File: src/hdl/abd_pkg.sv
// ============================================================================
// abd_pkg
// Shared types, constants and coefficient tables for the ADPCM block decoder.
// ============================================================================
package abd_pkg;

  // Block counter geometry
  localparam int BLOCKS_PER_HALF = 256;
  localparam int BLOCKS_PER_SUB  = 128;
  localparam int BLK_W = (BLOCKS_PER_HALF > 1) ? $clog2(BLOCKS_PER_HALF) : 1;
  localparam int SUB_W = (BLOCKS_PER_SUB > 1) ? $clog2(BLOCKS_PER_SUB) : 1;
  localparam logic [BLK_W:0] HALF_LIM = (BLK_W + 1)'(BLOCKS_PER_HALF);
  localparam logic [SUB_W:0] SUB_LIM  = (SUB_W + 1)'(BLOCKS_PER_SUB);

  // Byte positions inside a 16-byte block
  localparam logic [3:0] POS_HDR        = 4'd0;
  localparam logic [3:0] POS_FIRST_DATA = 4'd2;
  localparam logic [3:0] POS_LAST       = 4'd15;

  // Predictor clear modes
  localparam logic [1:0] MODE_CARRY = 2'd0;
  localparam logic [1:0] MODE_HALF  = 2'd1;
  localparam logic [1:0] MODE_SUB   = 2'd2;

  // Header decode limits
  localparam logic [3:0] FILTER_MAX = 4'd4;
  localparam logic [3:0] SHIFT_MAX  = 4'd12;
  localparam int         FRAC_BITS  = 6;

  // Datapath widths
  localparam int SAMPLE_W = 16;
  localparam int COEF_W   = 8;
  localparam int PROD_W   = SAMPLE_W + COEF_W;
  localparam int ACC_W    = 26;
  localparam int RND_W    = ACC_W - FRAC_BITS;

  typedef logic signed [SAMPLE_W-1:0] sample_t;
  typedef logic signed [COEF_W-1:0]   coef_t;
  typedef logic signed [PROD_W-1:0]   prod_t;
  typedef logic signed [ACC_W-1:0]    acc_t;
  typedef logic signed [RND_W-1:0]    rnd_t;

  localparam rnd_t SAT_HI = rnd_t'(32767);
  localparam rnd_t SAT_LO = rnd_t'(-32768);

  // Controller states
  typedef enum logic [1:0] {
    ST_IDLE,
    ST_LO,
    ST_HI
  } state_e;

  // Controller to datapath commands
  typedef struct packed {
    logic hdr_load;
    logic hist_clear;
    logic byte_load;
    logic step;
    logic step_hi;
  } cmd_t;

  // Weight of the newest sample, in 1/64 units
  function automatic coef_t coef_prev(input logic [2:0] filter);
    coef_t c;
    unique case (filter)
      3'd1:    c = coef_t'(60);
      3'd2:    c = coef_t'(115);
      3'd3:    c = coef_t'(98);
      3'd4:    c = coef_t'(122);
      default: c = coef_t'(0);
    endcase
    return c;
  endfunction

  // Weight of the older sample, in 1/64 units
  function automatic coef_t coef_older(input logic [2:0] filter);
    coef_t c;
    unique case (filter)
      3'd2:    c = coef_t'(-52);
      3'd3:    c = coef_t'(-55);
      3'd4:    c = coef_t'(-60);
      default: c = coef_t'(0);
    endcase
    return c;
  endfunction

endpackage

File: src/hdl/abd_in_if.sv
// ============================================================================
// abd_in_if
// Input channel: one stream byte per transfer, with a channel start mark.
// ============================================================================
interface abd_in_if;
  logic       valid;
  logic       ready;
  logic [7:0] data_byte;
  logic       channel_start;

  modport source (output valid, output data_byte, output channel_start, input ready);
  modport sink   (input valid, input data_byte, input channel_start, output ready);
endinterface

File: src/hdl/abd_out_if.sv
// ============================================================================
// abd_out_if
// Output channel: one decoded PCM sample per transfer.
// ============================================================================
interface abd_out_if;
  logic               valid;
  logic               ready;
  logic signed [15:0] sample;
  logic               last;

  modport source (output valid, output sample, output last, input ready);
  modport sink   (input valid, input sample, input last, output ready);
endinterface

File: src/hdl/adpcm_block_decoder.sv
// ============================================================================
// adpcm_block_decoder
// One-channel ADPCM block decoder: one stream byte in, two PCM samples out
// for each data byte of a 16-byte block.
// ============================================================================
//
//  channel   dir  payload                      transfer
//  --------  ---  ---------------------------  ------------------
//  in_ch     in   data_byte[7:0], channel_start valid && ready
//  out_ch    out  sample[15:0] signed, last     valid && ready
//  cfg       in   cfg_wdata_i[1:0] clear mode   cfg_we_i
//
//  A data byte takes one pass of the sample unit per nibble (ST_LO,
//  then ST_HI), since the second sample is predicted from the first.
//  Header bytes and byte 1 take no step and produce nothing.
//  The next byte is taken in the cycle of the high-nibble step, so a new data
//  byte goes in while the last one's high-nibble sample is made. A stalled
//  out_ch holds the sample unit; rst_ni at once clears control, header and history.
//
module adpcm_block_decoder (
  input  logic       clk_i,
  input  logic       rst_ni,
  input  logic       cfg_we_i,
  input  logic [1:0] cfg_wdata_i,
  abd_in_if.sink     in_ch,
  abd_out_if.source  out_ch
);

  abd_pkg::cmd_t    cmd;
  abd_pkg::sample_t sample;
  logic             last;
  logic             in_ready;
  logic             out_valid;

  abd_ctrl u_ctrl (
    .clk_i       (clk_i),
    .rst_ni      (rst_ni),
    .cfg_we_i    (cfg_we_i),
    .cfg_wdata_i (cfg_wdata_i),
    .in_valid_i  (in_ch.valid),
    .in_start_i  (in_ch.channel_start),
    .in_ready_o  (in_ready),
    .out_ready_i (out_ch.ready),
    .out_valid_o (out_valid),
    .cmd_o       (cmd)
  );

  abd_dpath u_dpath (
    .clk_i       (clk_i),
    .rst_ni      (rst_ni),
    .cmd_i       (cmd),
    .data_byte_i (in_ch.data_byte),
    .sample_o    (sample),
    .last_o      (last)
  );

  assign in_ch.ready   = in_ready;
  assign out_ch.valid  = out_valid;
  assign out_ch.sample = sample;
  assign out_ch.last   = last;

endmodule

File: src/hdl/abd_ctrl.sv
// ============================================================================
// abd_ctrl
// Sequencer: tracks block position and block counts, decides predictor
// clears and steps the datapath through the two nibbles of a data byte.
// ============================================================================
module abd_ctrl (
  input  logic              clk_i,
  input  logic              rst_ni,
  input  logic              cfg_we_i,
  input  logic [1:0]        cfg_wdata_i,
  input  logic              in_valid_i,
  input  logic              in_start_i,
  output logic              in_ready_o,
  input  logic              out_ready_i,
  output logic              out_valid_o,
  output abd_pkg::cmd_t     cmd_o
);

  abd_pkg::state_e state_q, state_d;
  logic [1:0]                 mode_q;
  logic [3:0]                 pos_q, pos_d;
  logic [abd_pkg::BLK_W-1:0]  blk_q, blk_d;
  logic [abd_pkg::SUB_W-1:0]  sub_q, sub_d;
  logic                       out_valid_q, out_valid_d;

  logic                       slot_free;
  logic                       step;
  logic                       accept;
  logic [3:0]                 pos_eff;
  logic [abd_pkg::BLK_W-1:0]  blk_eff;
  logic [abd_pkg::SUB_W-1:0]  sub_eff;
  logic                       is_hdr;
  logic                       is_data;
  logic [abd_pkg::BLK_W:0]    blk_inc;
  logic [abd_pkg::SUB_W:0]    sub_inc;
  logic                       mode_clear;

  // Output slot and byte position as the current transfer sees them
  assign slot_free = !out_valid_q || out_ready_i;
  assign step      = ((state_q == abd_pkg::ST_LO) || (state_q == abd_pkg::ST_HI)) && slot_free;
  assign accept    = in_valid_i && in_ready_o;
  assign pos_eff   = in_start_i ? abd_pkg::POS_HDR : pos_q;
  assign blk_eff   = in_start_i ? '0 : blk_q;
  assign sub_eff   = in_start_i ? '0 : sub_q;
  assign is_hdr    = (pos_eff == abd_pkg::POS_HDR);
  assign is_data   = (pos_eff >= abd_pkg::POS_FIRST_DATA);
  assign blk_inc   = {1'b0, blk_eff} + 1'b1;
  assign sub_inc   = {1'b0, sub_eff} + 1'b1;

  // Predictor clear at selected block boundaries
  assign mode_clear = ((mode_q == abd_pkg::MODE_HALF) && (blk_eff == '0)) ||
                      ((mode_q == abd_pkg::MODE_SUB) && (sub_eff == '0));

  // Next state
  always_comb begin
    state_d = state_q;
    unique case (state_q)
      abd_pkg::ST_IDLE: begin
        if (accept && is_data) state_d = abd_pkg::ST_LO;
      end
      abd_pkg::ST_LO: begin
        if (step) state_d = abd_pkg::ST_HI;
      end
      abd_pkg::ST_HI: begin
        if (step) state_d = (accept && is_data) ? abd_pkg::ST_LO : abd_pkg::ST_IDLE;
      end
      default: state_d = abd_pkg::ST_IDLE;
    endcase
  end

  // Handshake and datapath commands
  always_comb begin
    in_ready_o = 1'b0;
    cmd_o      = '0;
    unique case (state_q)
      abd_pkg::ST_IDLE: in_ready_o = 1'b1;
      abd_pkg::ST_LO:   in_ready_o = 1'b0;
      abd_pkg::ST_HI:   in_ready_o = slot_free;
      default:          in_ready_o = 1'b0;
    endcase
    cmd_o.step       = step;
    cmd_o.step_hi    = (state_q == abd_pkg::ST_HI);
    cmd_o.hdr_load   = accept && is_hdr;
    cmd_o.byte_load  = accept && is_data;
    cmd_o.hist_clear = accept && (in_start_i || (is_hdr && mode_clear));
  end

  // Advance byte position and block counters
  always_comb begin
    pos_d = pos_q;
    blk_d = blk_q;
    sub_d = sub_q;
    if (accept) begin
      pos_d = pos_eff + 4'd1;
      blk_d = blk_eff;
      sub_d = sub_eff;
      if (pos_eff == abd_pkg::POS_LAST) begin
        pos_d = abd_pkg::POS_HDR;
        if (blk_inc >= abd_pkg::HALF_LIM) begin
          blk_d = '0;
          sub_d = '0;
        end else begin
          blk_d = blk_inc[abd_pkg::BLK_W-1:0];
          sub_d = (sub_inc >= abd_pkg::SUB_LIM) ? '0 : sub_inc[abd_pkg::SUB_W-1:0];
        end
      end
    end
  end

  // Fill and drain the output slot
  always_comb begin
    out_valid_d = out_valid_q;
    if (step) begin
      out_valid_d = 1'b1;
    end else if (out_ready_i) begin
      out_valid_d = 1'b0;
    end
  end

  assign out_valid_o = out_valid_q;

  always_ff @(posedge clk_i or negedge rst_ni) begin
    if (!rst_ni) begin
      state_q     <= abd_pkg::ST_IDLE;
      mode_q      <= abd_pkg::MODE_CARRY;
      pos_q       <= abd_pkg::POS_HDR;
      blk_q       <= '0;
      sub_q       <= '0;
      out_valid_q <= 1'b0;
    end else begin
      state_q     <= state_d;
      pos_q       <= pos_d;
      blk_q       <= blk_d;
      sub_q       <= sub_d;
      out_valid_q <= out_valid_d;
      if (cfg_we_i) begin
        mode_q <= cfg_wdata_i;
      end
    end
  end

endmodule

File: src/hdl/abd_dpath.sv
// ============================================================================
// abd_dpath
// Sample datapath: header fields, predictor history and one shared unit that
// turns a nibble into a saturated 16-bit sample each step.
// ============================================================================
module abd_dpath (
  input  logic              clk_i,
  input  logic              rst_ni,
  input  abd_pkg::cmd_t     cmd_i,
  input  logic [7:0]        data_byte_i,
  output abd_pkg::sample_t  sample_o,
  output logic              last_o
);

  logic [3:0]        shift_q;
  logic [2:0]        filter_q;
  logic [7:0]        byte_q;
  abd_pkg::sample_t  prev_q;
  abd_pkg::sample_t  older_q;
  abd_pkg::sample_t  sample_q;
  logic              last_q;

  logic signed [3:0] nib;
  logic [3:0]        amt;
  logic [4:0]        sh;
  abd_pkg::coef_t    c_prev;
  abd_pkg::coef_t    c_older;
  abd_pkg::acc_t     term;
  abd_pkg::prod_t    p_prev;
  abd_pkg::prod_t    p_older;
  abd_pkg::acc_t     acc;
  abd_pkg::acc_t     acc_rnd;
  abd_pkg::rnd_t     rnd;
  abd_pkg::sample_t  sat;

  // Select nibble and scale it by the header shift
  assign nib  = cmd_i.step_hi ? byte_q[7:4] : byte_q[3:0];
  assign amt  = (shift_q <= abd_pkg::SHIFT_MAX) ? (abd_pkg::SHIFT_MAX - shift_q) : 4'd0;
  assign sh   = {1'b0, amt} + 5'(abd_pkg::FRAC_BITS);
  assign term = abd_pkg::acc_t'(nib) <<< sh;

  // Two-tap prediction
  assign c_prev  = abd_pkg::coef_prev(filter_q);
  assign c_older = abd_pkg::coef_older(filter_q);
  assign p_prev  = abd_pkg::prod_t'(prev_q) * abd_pkg::prod_t'(c_prev);
  assign p_older = abd_pkg::prod_t'(older_q) * abd_pkg::prod_t'(c_older);
  assign acc     = term + abd_pkg::acc_t'(p_prev) + abd_pkg::acc_t'(p_older);

  // Round half away from zero, then saturate
  assign acc_rnd = acc + (acc[abd_pkg::ACC_W-1] ? abd_pkg::acc_t'(31) : abd_pkg::acc_t'(32));
  assign rnd     = abd_pkg::rnd_t'(acc_rnd >>> abd_pkg::FRAC_BITS);

  always_comb begin
    if (rnd > abd_pkg::SAT_HI) begin
      sat = abd_pkg::sample_t'(abd_pkg::SAT_HI);
    end else if (rnd < abd_pkg::SAT_LO) begin
      sat = abd_pkg::sample_t'(abd_pkg::SAT_LO);
    end else begin
      sat = rnd[abd_pkg::SAMPLE_W-1:0];
    end
  end

  // Header fields and predictor history
  always_ff @(posedge clk_i or negedge rst_ni) begin
    if (!rst_ni) begin
      shift_q  <= '0;
      filter_q <= '0;
      prev_q   <= '0;
      older_q  <= '0;
    end else begin
      if (cmd_i.hdr_load) begin
        shift_q  <= data_byte_i[3:0];
        filter_q <= (data_byte_i[7:4] > abd_pkg::FILTER_MAX) ? 3'd0 : data_byte_i[6:4];
      end
      if (cmd_i.hist_clear) begin
        prev_q  <= '0;
        older_q <= '0;
      end else if (cmd_i.step) begin
        older_q <= prev_q;
        prev_q  <= sat;
      end
    end
  end

  // Hold data byte and output payload
  always_ff @(posedge clk_i) begin
    if (cmd_i.byte_load) begin
      byte_q <= data_byte_i;
    end
    if (cmd_i.step) begin
      sample_q <= sat;
      last_q   <= cmd_i.step_hi;
    end
  end

  assign sample_o = sample_q;
  assign last_o   = last_q;

endmodule

File: src/flat_wrapper.sv
// flat-port wrapper written by rule: the top's interface ports become plain ports
module adpcm_block_decoder_flat 
  (clk_i, rst_ni, cfg_we_i, cfg_wdata_i, in_ch_valid, in_ch_data_byte, in_ch_channel_start, in_ch_ready, out_ch_valid, out_ch_sample, out_ch_last, out_ch_ready);
  abd_in_if in_ch_i ();
  abd_out_if out_ch_i ();
  input  logic clk_i;
  input  logic rst_ni;
  input  logic cfg_we_i;
  input  logic [1:0] cfg_wdata_i;
  input wire logic [$bits(in_ch_i.valid)-1:0] in_ch_valid;
  input wire logic [$bits(in_ch_i.data_byte)-1:0] in_ch_data_byte;
  input wire logic [$bits(in_ch_i.channel_start)-1:0] in_ch_channel_start;
  output wire logic [$bits(in_ch_i.ready)-1:0] in_ch_ready;
  output wire logic [$bits(out_ch_i.valid)-1:0] out_ch_valid;
  output wire logic [$bits(out_ch_i.sample)-1:0] out_ch_sample;
  output wire logic [$bits(out_ch_i.last)-1:0] out_ch_last;
  input wire logic [$bits(out_ch_i.ready)-1:0] out_ch_ready;
  assign in_ch_i.valid = in_ch_valid;
  assign in_ch_i.data_byte = in_ch_data_byte;
  assign in_ch_i.channel_start = in_ch_channel_start;
  assign in_ch_ready = in_ch_i.ready;
  assign out_ch_valid = out_ch_i.valid;
  assign out_ch_sample = out_ch_i.sample;
  assign out_ch_last = out_ch_i.last;
  assign out_ch_i.ready = out_ch_ready;
  adpcm_block_decoder u_core (.clk_i(clk_i), .rst_ni(rst_ni), .cfg_we_i(cfg_we_i), .cfg_wdata_i(cfg_wdata_i), .in_ch(in_ch_i), .out_ch(out_ch_i));
endmodule
File: config.mk
export PLATFORM = sky130hd
export DESIGN_NAME = adpcm_block_decoder_flat
export DESIGN_NICKNAME = d
export VERILOG_FILES = /design/src/hdl/abd_pkg.sv /design/src/hdl/abd_in_if.sv /design/src/hdl/abd_out_if.sv /design/src/hdl/adpcm_block_decoder.sv /design/src/hdl/abd_ctrl.sv /design/src/hdl/abd_dpath.sv /design/src/flat_wrapper.sv
export SDC_FILE = /design/constraint.sdc
export NUM_CORES = 1
export LEC_CHECK = 0
export ABC_AREA = 1
export ABC_CLOCK_PERIOD_IN_PS = 10200
export BUFFER_PORTS_ARGS = -buffer_cell sky130_fd_sc_hd__buf_2
export CORE_MARGIN = 4
export CORE_UTILIZATION = 55
export CTS_BUF_LIST = sky130_fd_sc_hd__clkbuf_8
export CTS_CLUSTER_SIZE = 40
export DETAILED_ROUTE_END_ITERATION = 12
export PLACE_DENSITY = 0.72
export SYNTH_ARGS = -nofsm -noshare
export SYNTH_HDL_FRONTEND = slang
export SYNTH_SLANG_ARGS = --single-unit
File: constraint.sdc
create_clock -name clk_i -period 10.2 [get_ports clk_i]
set_input_delay 0.51 -clock clk_i [delete_from_list [all_inputs] [get_ports clk_i]]
set_output_delay 0.51 -clock clk_i [all_outputs]
set_load 0.02 [all_outputs]
==> metrics.md, run 1 <==
| Metric | Value |
|---|---|
| Grt total ovfl | 0 |
| Seq cells post-synth | between 80 and 90 |
| Area of the multi-input gates | ~10000 sq um |
| Clk_lat worst skew | about 400 ps |
| Max_cap viols | 0 |
| Finish-stage setup viols | 0 |
| Synth top area cells | fa_1 30%, ha_1 12%, inv_1 11%, dfrtp_1 11%, nand2_1 7.3% |
| Fill count | ~2300 |
| Worst-Margin Slew | approximately 1200 ps |
| Post-synth top cells | 423 x inv_1, 274 x nand2_1, 220 x nor2_1, 213 x fa_1, 140 x ha_1 |
| Unrepaired setup endpoints after global routing | no |
| FP Rows | 58 |
| Largest net degree at the start of global routing | 64 |
| Core ar. | 25300 sq um |
| Critical-path maximum fanout | 46 |
| Final hold violations | 0 |
| Clock Path Buffers | 2 |
| Top_reg_cell synth | dfrtp_1 |
| Slew Limit Fails | 0 |
| IO Pins | 35 |
| Routed vias | ~11000 |
| Post-Syn Area per Cell | about 8.1 sq um |
| Final min period | 9110 ps |
| Register Area | roughly 2300 sq um |
| Status | finished clean |
| GRT Overall Usage | 27.0% |
| Worst setup EP type | flop |
| End-of-flow core utilization | between 50 and 60% |
| IO Port Bufs | 34 |
| Die area | 28300 sq um |
| DRC violations left | 0 |
| Synthesized area | between 10000 and 15000 sq um |
| N_diodes | 0 |
| Initial antenna violation count | 0 |
| CP required | 10530 ps |
| Startpoint types | flop |
| Die W | roughly 170 um |
| Post-synth ARST share | a little under three quarters |
| DP HPWL | ~31 mm |
| CP max-delay cell | inv_2 |
| Max stage delay on crit path | a little under 700 ps |
| Distinct cells, synth | 54 |
| Setup Buffers After CTS | 0 |
| Gpl congestion | approximately 1.0 |
| Layout cell share with drive strength beyond 1 | 7.39% |
| Setup Crit Path Kind | flop to flop |
| Detailed Route WL | between 30 and 40 mm |
| Number of global-route vias before repair | around 11000 |
| Buf+Inv Stages, Crit Path | 6 |
| Post-synth top area share | between 30% and 40% |
| FMAX | about 0.11 GHz |
| Pre-antenna DRT Iters | 9 |
| Clk pin slew, worst setup/hold paths | 100 ps |
| Post-Syn Nets | roughly 2100 |
| H-Tree Depth | 3 |
| Worst Path Arrival | 9430 ps |
| Layout area overhead | 4.90% |
| Biggest area consumer among synthesized cells | fa_1 |
| Warnings from Yosys | 0 |
| Post-synth EDFFs | 25 |
| CTS tree | done |
| Global-route wire length before repair | between 60 and 70 mm |
| Mapped Cells | between 1500 and 2000 |
| Routed wire per std cell | ~18 um |
| R2R depth | 30 |
| Starting Density | about 56% |
| Total negative slack | 0 ps |
| Delay-heaviest family, CP | adder cells |
| Reg2Reg Setup Slack | between 1000 and 1500 ps |
| Die Span Y | around 170 um |
| Vias/cell | between 5 and 6 |
| CTS Buf Count | 9 |
| Clk root buf | clkbuf_8 |
| Reg2reg start | u_core.u_dpath.filter_q[2] |
| Critical R2R Capture | u_core.u_dpath.prev_q[13] |
| CTS Hold Bufs | 0 |
| Max_slew headroom | 23.0% |
| Count leader, synth | inv_1 |
| Antenna Violating Nets Remaining | 0 |
| Min-Delay Path Class | primary input to async pin |
| Fin crit share | between 80% and 90% |
| Nets | 2122 |
| Seq/Total Area, Yosys | between 10% and 20% |
| Sink Count | a little under 90 |
| Clock skew | around 19 ps |
| DR iter-0 viols | a little over 800 |
| PostCTS Resize Cnt | 0 |
registers in the layout, summed over array words and instances (netlist names), 2 cells and up:
register                 flops
u_core.u_ctrl.sub_q          7
u_core.u_ctrl.state_q        2
u_core.u_dpath.older_q      16
u_core.u_ctrl.mode_q         2
u_core.u_dpath.shift_q       4
u_core.u_ctrl.blk_q          8
u_core.u_dpath.filter_q      3
u_core.u_ctrl.pos_q          4
u_core.u_dpath.byte_q        8
u_core.u_dpath.prev_q       16
u_core.u_dpath.sample_o     16
kinds of logic after synthesis:
logic type,count (synthesis),share of synthesized area (%)
buf+inv,463,12.5
xor+xnor,37,2.45
flops,88,16.5
simple gates,640,19.6
compound gates,153,6.35
fa+ha+maj,353,42.6
area by class of cell:
type / count / area share (%)
clock buffer: 9 / 0.836
clock inverter: 7 / 0.659
inverter: 434 / 11.0
multi-input combinational: 1183 / 67.7
sequential: 88 / 15.7
tap: 330 / 2.79
timing repair buffer: 37 / 1.30
worst max path at each step:
stage / start / to / slack, ps / cells past startpoint
finish: u_core.u_dpath.filter_q[2] / u_core.u_dpath.prev_q[13] / 1090 / 30
global route: u_core.u_dpath.filter_q[2] / u_core.u_dpath.prev_q[2] / 630 / 30
CTS: u_core.u_dpath.filter_q[2] / u_core.u_dpath.prev_q[13] / 1250 / 30
detailed placement: u_core.u_dpath.filter_q[2] / u_core.u_dpath.prev_q[2] / 1280 / 30
global placement: u_core.u_dpath.filter_q[2] / u_core.u_dpath.prev_q[14] / 1440 / 31
floorplan: u_core.u_dpath.filter_q[2] / u_core.u_dpath.sample_o[5] / 2800 / 32
through the flow:
step | worst slack [ps] | area (sq um) | hold WS [ps] | cells
finish | 1090 | 14800 | 297 | 2088
global route | 625 | 14800 | 310 | 2088
CTS | 1250 | 14800 | 299 | 2088
detailed placement | 1280 | 14600 | 480 | 2072
global placement | 1440 | 14600 | 464 | 2072
floorplan | 2800 | 14100 | 214 | 1734
cells in the final DEF (no fill, tap or decap), drive strengths merged:
| master | count |
|---|---|
| a21oi | 49 |
| ha | 140 |
| a22oi | 1 |
| nand4 | 13 |
| bufinv | 2 |
| nand3b | 2 |
| xnor2 | 6 |
| o21ai | 55 |
| nand3 | 65 |
| o211ai | 2 |
| and2 | 3 |
| o21a | 1 |
| nor2 | 229 |
| a31oi | 4 |
| o21bai | 3 |
| or2 | 8 |
| o31ai | 3 |
| o2111ai | 1 |
| buf | 37 |
| xor2 | 31 |
| a22o | 1 |
| edfxtp | 25 |
| a21boi | 1 |
| clkinv | 5 |
| nand2 | 304 |
| o22ai | 23 |
| a21o | 4 |
| o32ai | 4 |
| inv | 434 |
| fa | 213 |
| nor4 | 3 |
| dfrtp | 63 |
| a211oi | 1 |
| clkbuf | 9 |
| nor3 | 13 |
metal layers:
layer  up-vias  share of wire, %  track usage (%)
met5         -                 0                0
met4         0               5.4             13.5
met3       113               6.6             4.02
met2       438                47             42.5
met1      5462                41             36.8
li1       5296                 -                -
Power of run 1 is left out: the tool's default activity adds up to more than one toggle a clock period on the data nets, which glitch-free logic cannot reach.
==> run 2, diff against run 1 <==
--- a/config.mk
+++ b/config.mk
@@ -9,11 +9,12 @@
 export ABC_CLOCK_PERIOD_IN_PS = 10200
 export BUFFER_PORTS_ARGS = -buffer_cell sky130_fd_sc_hd__buf_2
 export CORE_MARGIN = 4
-export CORE_UTILIZATION = 55
+export CORE_UTILIZATION = 67
 export CTS_BUF_LIST = sky130_fd_sc_hd__clkbuf_8
 export CTS_CLUSTER_SIZE = 40
 export DETAILED_ROUTE_END_ITERATION = 12
-export PLACE_DENSITY = 0.72
+export PLACE_DENSITY = 0.85
+export REMOVE_ABC_BUFFERS = 1
 export SYNTH_ARGS = -nofsm -noshare
 export SYNTH_HDL_FRONTEND = slang
 export SYNTH_SLANG_ARGS = --single-unit
==> run 2 against run 1 <==
Against the previous run: maximum frequency down 2.4%; flip-flop and latch count unchanged; worst setup slack worse by 230 ps; critical path type unchanged; critical endpoint is now u_core.u_dpath.prev_q[7].
==> metrics.md, run 2 (synthesis results as in run 1) <==
| Metric | Value |
|---|---|
| Worst setup EP type | flop |
| Worst-Margin Slew | roughly 1100 ps |
| Layout cell share with drive strength beyond 1 | between 7 and 8% |
| Startpoint types | flop |
| Max_cap viols | 0 |
| DRC violations left | 0 |
| IO Port Bufs | 34 |
| Cell depth of the worst setup path | 29 |
| Core ar. | a little over 20000 sq um |
| Finish-stage setup viols | 0 |
| Most frequent cells in the layout | 423 x inv_1, 274 x nand2_1, 220 x nor2_1 |
| Max stage delay on crit path | approximately 860 ps |
| Vias/cell | between 5 and 6 |
| Unrepaired setup endpoints after global routing | no |
| Clock Path Buffers | 2 |
| CP max-delay cell | nor2_1 |
| Cell total after placement | between 2000 and 2500 |
| Grt total ovfl | 0 |
| DR iter-0 viols | slightly below 1000 |
| Routed vias | about 11000 |
| GRT Overall Usage | 32.7% |
| Min-Delay Path Class | primary input to async pin |
| DP HPWL | 31.6 mm |
| Die W | ~150 um |
| R2R depth | 29 |
| Nets | about 2100 |
| CTS Hold Bufs | 0 |
| Global-route wire length before repair | just over 60 mm |
| Final hold violations | 0 |
| Max_slew headroom | between 20% and 30% |
| Setup Crit Path Kind | flop to flop |
| Clock skew | around 37 ps |
| Status | finished clean |
| FMAX | ~0.11 GHz |
| Reg2Reg Setup Slack | 860 ps |
| Starting Density | between 60% and 70% |
| Clk pin slew, worst setup/hold paths | ~120 ps |
| Number of global-route vias before repair | 11900 |
| Die area | approximately 23000 sq um |
| Slew Limit Fails | 0 |
| Final min period | just over 9000 ps |
| Fill count | roughly 1600 |
| Clk_lat worst skew | just over 400 ps |
| Fin crit share | between 90% and 100% |
| IO Pins | 35 |
| Layout area overhead | 4.27% |
| Pre-antenna DRT Iters | 5 |
| Largest net degree at the start of global routing | 64 |
| Setup Buffers After CTS | 0 |
| Detailed Route WL | between 30 and 40 mm |
| Post-route insts no fill | 2029 |
| CTS Buf Count | 9 |
| Gpl congestion | just under 1 |
| Die Span Y | 153 um |
| Delay-heaviest family, CP | simple AND/OR/NAND/NOR gates |
| Clk root buf | clkbuf_8 |
| Routed wire per std cell | approximately 18 um |
| Worst Path Arrival | approximately 9700 ps |
| Fin area | about 15000 sq um |
| Sink Count | 88 |
| PostCTS Resize Cnt | 0 |
| Cell Area, Placed | approximately 15000 sq um |
| Critical path's most frequent cell | fa_1 |
| CP required | about 11000 ps |
| Most common cell after layout, fill and taps aside | inv_1 |
| FP Rows | 52 |
| CTS tree | done |
| Antenna Violating Nets Remaining | 0 |
| Critical-path maximum fanout | 18 |
| End-of-flow core utilization | a little under three quarters |
| Initial antenna violation count | 0 |
| Buf+Inv Stages, Crit Path | 6 |
| H-Tree Depth | 3 |
| N_diodes | 0 |
| Total negative slack | 0 ps |
-- run 2: cell types whose count changed in the layout (fill, tap and decap cells not counted) --
cell and change:
clkinv_8 +1, clkinv_4 -2, clkinv_2 -1, bufinv_16 -2, buf_4 +1, inv_1 -1, inv_6 +3, inv_8 +2
-- run 2: final cells by class --
cell class,instances,area [sq um],area share [%]
timing repair buffer,38,200,1.36
inverter,434,1630,11.1
sequential,88,2330,15.8
clock inverter,7,76.3,0.518
tap,270,338,2.29
multi-input combinational,1183,10000,68.1
clock buffer,9,124,0.841
-- run 2: per-layer routing --
metal | GRT usage (%) | part of all wire [%] | vias to the layer above
met1 | 41.4 | 39 | 5546
met2 | 52.9 | 47 | 542
met4 | 14.2 | 4.8 | 0
li1 | - | - | 5279
met5 | 0 | 0 | -
met3 | 9.36 | 9.4 | 111
-- run 2: metrics by stage --
| step | setup WS, ps | hold slack (ps) |
|---|---|---|
| 3_5_place_dp | 1100 | 474 |
| 2_1_floorplan | 2590 | 214 |
| 5_1_grt | 322 | 269 |
| 6_report | 864 | 283 |
| 3_3_place_gp | 1140 | 473 |
| 4_1_cts | 1030 | 279 |
-- run 2: final timing paths --
kind                                            start                        to
setup reg to reg           u_core.u_dpath.filter_q[2]  u_core.u_dpath.prev_q[7]
max in group asynchronous                      rst_ni  u_core.u_dpath.prev_q[9]
hold / removal                                 rst_ni    u_core.u_ctrl.blk_q[0]
hold reg to reg                u_core.u_ctrl.pos_q[1]    u_core.u_ctrl.pos_q[1]
min in group clk_i                 in_ch_data_byte[7]  u_core.u_dpath.byte_q[7]
setup / recovery           u_core.u_dpath.filter_q[2]  u_core.u_dpath.prev_q[7]
Power of run 2 is left out for the same reason.
==> run 3, diff against run 2 <==
--- a/config.mk
+++ b/config.mk
@@ -8,12 +8,14 @@
 export ABC_AREA = 1
 export ABC_CLOCK_PERIOD_IN_PS = 10200
 export BUFFER_PORTS_ARGS = -buffer_cell sky130_fd_sc_hd__buf_2
+export CELL_PAD_IN_SITES_DETAIL_PLACEMENT = 0
+export CELL_PAD_IN_SITES_GLOBAL_PLACEMENT = 1
 export CORE_MARGIN = 4
-export CORE_UTILIZATION = 67
+export CORE_UTILIZATION = 51
 export CTS_BUF_LIST = sky130_fd_sc_hd__clkbuf_8
 export CTS_CLUSTER_SIZE = 40
 export DETAILED_ROUTE_END_ITERATION = 12
-export PLACE_DENSITY = 0.85
+export PLACE_DENSITY_LB_ADDON = 0.1
 export REMOVE_ABC_BUFFERS = 1
 export SYNTH_ARGS = -nofsm -noshare
 export SYNTH_HDL_FRONTEND = slang
==> run 3 against run 2 <==
Against the previous run: clock-buffer cell count unchanged; highest routed layer unchanged; cell count grew 5.1%; routed wire length up 2.5%; die area is 30% higher.
==> metrics.md, run 3 (synthesis results as in run 1) <==
| Metric | Value |
|---|---|
| Status | finished clean |
| Routed wire per std cell | 17.8 um |
| Final min period | slightly below 9000 ps |
| Max_cap viols | 0 |
| Clk pin slew, worst setup/hold paths | ~120 ps |
| Die area | between 30000 and 40000 sq um |
| Clock Path Buffers | 2 |
| Critical path's most frequent cell | fa_1 |
| Fin crit share | between 80% and 90% |
| DRC violations left | 0 |
| Starting Density | between 50% and 60% |
| Layout cell share with drive strength beyond 1 | about 7.6% |
| Global-route wire length before repair | around 62 mm |
| Max stage delay on crit path | around 810 ps |
| Critical-path maximum fanout | 18 |
| Worst-Margin Slew | 1250 ps |
| CTS Buf Count | 9 |
| Total negative slack | 0 ps |
| FP Rows | 60 |
| GRT Overall Usage | 26.1% |
| Nets | 2124 |
| H-Tree Depth | 3 |
| Delay-heaviest family, CP | adder cells |
| Unrepaired setup endpoints after global routing | no |
| Worst Path Arrival | between 9000 and 10000 ps |
| PostCTS Resize Cnt | 0 |
| Clock skew | roughly 25 ps |
| Routed vias | around 11000 |
| FMAX | 0.112 GHz |
| Setup Buffers After CTS | 0 |
| Pre-antenna DRT Iters | 5 |
| Die Span Y | 174 um |
| Number of global-route vias before repair | between 10000 and 15000 |
| Largest net degree at the start of global routing | 64 |
| Die W | 174 um |
| Core ar. | 27100 sq um |
| Vias/cell | 5.16 |
| IO Pins | 35 |
| Initial antenna violation count | 0 |
| Fin area | 14900 sq um |
| Min-Delay Path Class | primary input to async pin |
| Sink Count | 88 |
| Layout area overhead | 5.29% |
| CP required | around 10000 ps |
| Antenna Violating Nets Remaining | 0 |
| Final hold violations | 0 |
| Reg2Reg Setup Slack | 1280 ps |
| Setup Crit Path Kind | flop to flop |
| Most frequent cells in the layout | 423 x inv_1, 274 x nand2_1, 220 x nor2_1 |
| Clk root buf | clkbuf_8 |
| CP max-delay cell | nor2_1 |
| Finish-stage setup viols | 0 |
| Worst hold slack | just over 300 ps |
| Slew Limit Fails | 0 |
| CTS tree | done |
| Grt total ovfl | 0 |
| IO Port Bufs | 34 |
| Max_slew headroom | 16.5% |
| Clk_lat worst skew | approximately 400 ps |
| Cell Area, Placed | approximately 15000 sq um |
| Most common cell after layout, fill and taps aside | inv_1 |
| CTS Hold Bufs | 0 |
| Buf+Inv Stages, Crit Path | 4 |
| N_diodes | 0 |
| Detailed Route WL | between 30 and 40 mm |
| DR iter-0 viols | between 700 and 800 |
| Gpl congestion | ~0.89 |
| Startpoint types | flop |
| DP HPWL | between 30 and 40 mm |
| Worst setup EP type | flop |
run 3: cell count changes in the layout (fill, tap and decap cells not counted):
cell / before / now
buf_4: 4 / 5
inv_8: 3 / 0
inv_4: 0 / 2
bufinv_16: 0 / 1
run 3: stage by stage:
step	util, %	instances	setup WS [ps]
finish	54.9	2132	1280
global route	54.9	2132	575
CTS	54.9	2132	1280
detailed placement	54.1	2116	1310
global placement	54.1	2116	1440
floorplan	-	1705	2590
run 3: worst reg2reg max path, delay by kind of cell (launching register included):
family                     cells  cell delay [ps]
adders and majority gates      7             3540
and+or+nand+nor               15             3500
buffers and inverters          4              490
DFF                            1              430
AOI/OAI and AO/OA              2              420
xor gates and xnor gates       1              250
run 3: final timing paths:
| path | from | to | cells after the start |
|---|---|---|---|
| setup / recovery | u_core.u_dpath.filter_q[2] | u_core.u_dpath.sample_o[1] | 29 |
| max in group asynchronous | rst_ni | u_core.u_ctrl.blk_q[4] | 2 |
| min in group clk_i | in_ch_data_byte[3] | u_core.u_dpath.byte_q[3] | 1 |
| hold / removal | rst_ni | u_core.u_ctrl.blk_q[0] | 2 |
| setup reg to reg | u_core.u_dpath.filter_q[2] | u_core.u_dpath.sample_o[1] | 29 |
| hold reg to reg | u_core.u_ctrl.pos_q[1] | u_core.u_ctrl.pos_q[1] | 2 |
run 3: final cells by class:
class                      count  area (sq um)
clock buffer                   9           124
sequential                    88          2330
multi-input combinational   1183         10000
timing repair buffer          39           208
fill                        2632         12200
inverter                     434          1630
tap                          372           465
clock inverter                 7          85.1
run 3: layer usage:
metal | vias up | GRT usage (%) | wire [um]
li1 | 5289 | - | -
met1 | 5389 | 33.5 | 15900
met2 | 257 | 45.3 | 19200
met3 | 69 | 3.22 | 1440
met4 | 0 | 9.57 | 1450
met5 | - | 0 | 0
Power of run 3 is left out for the same reason.
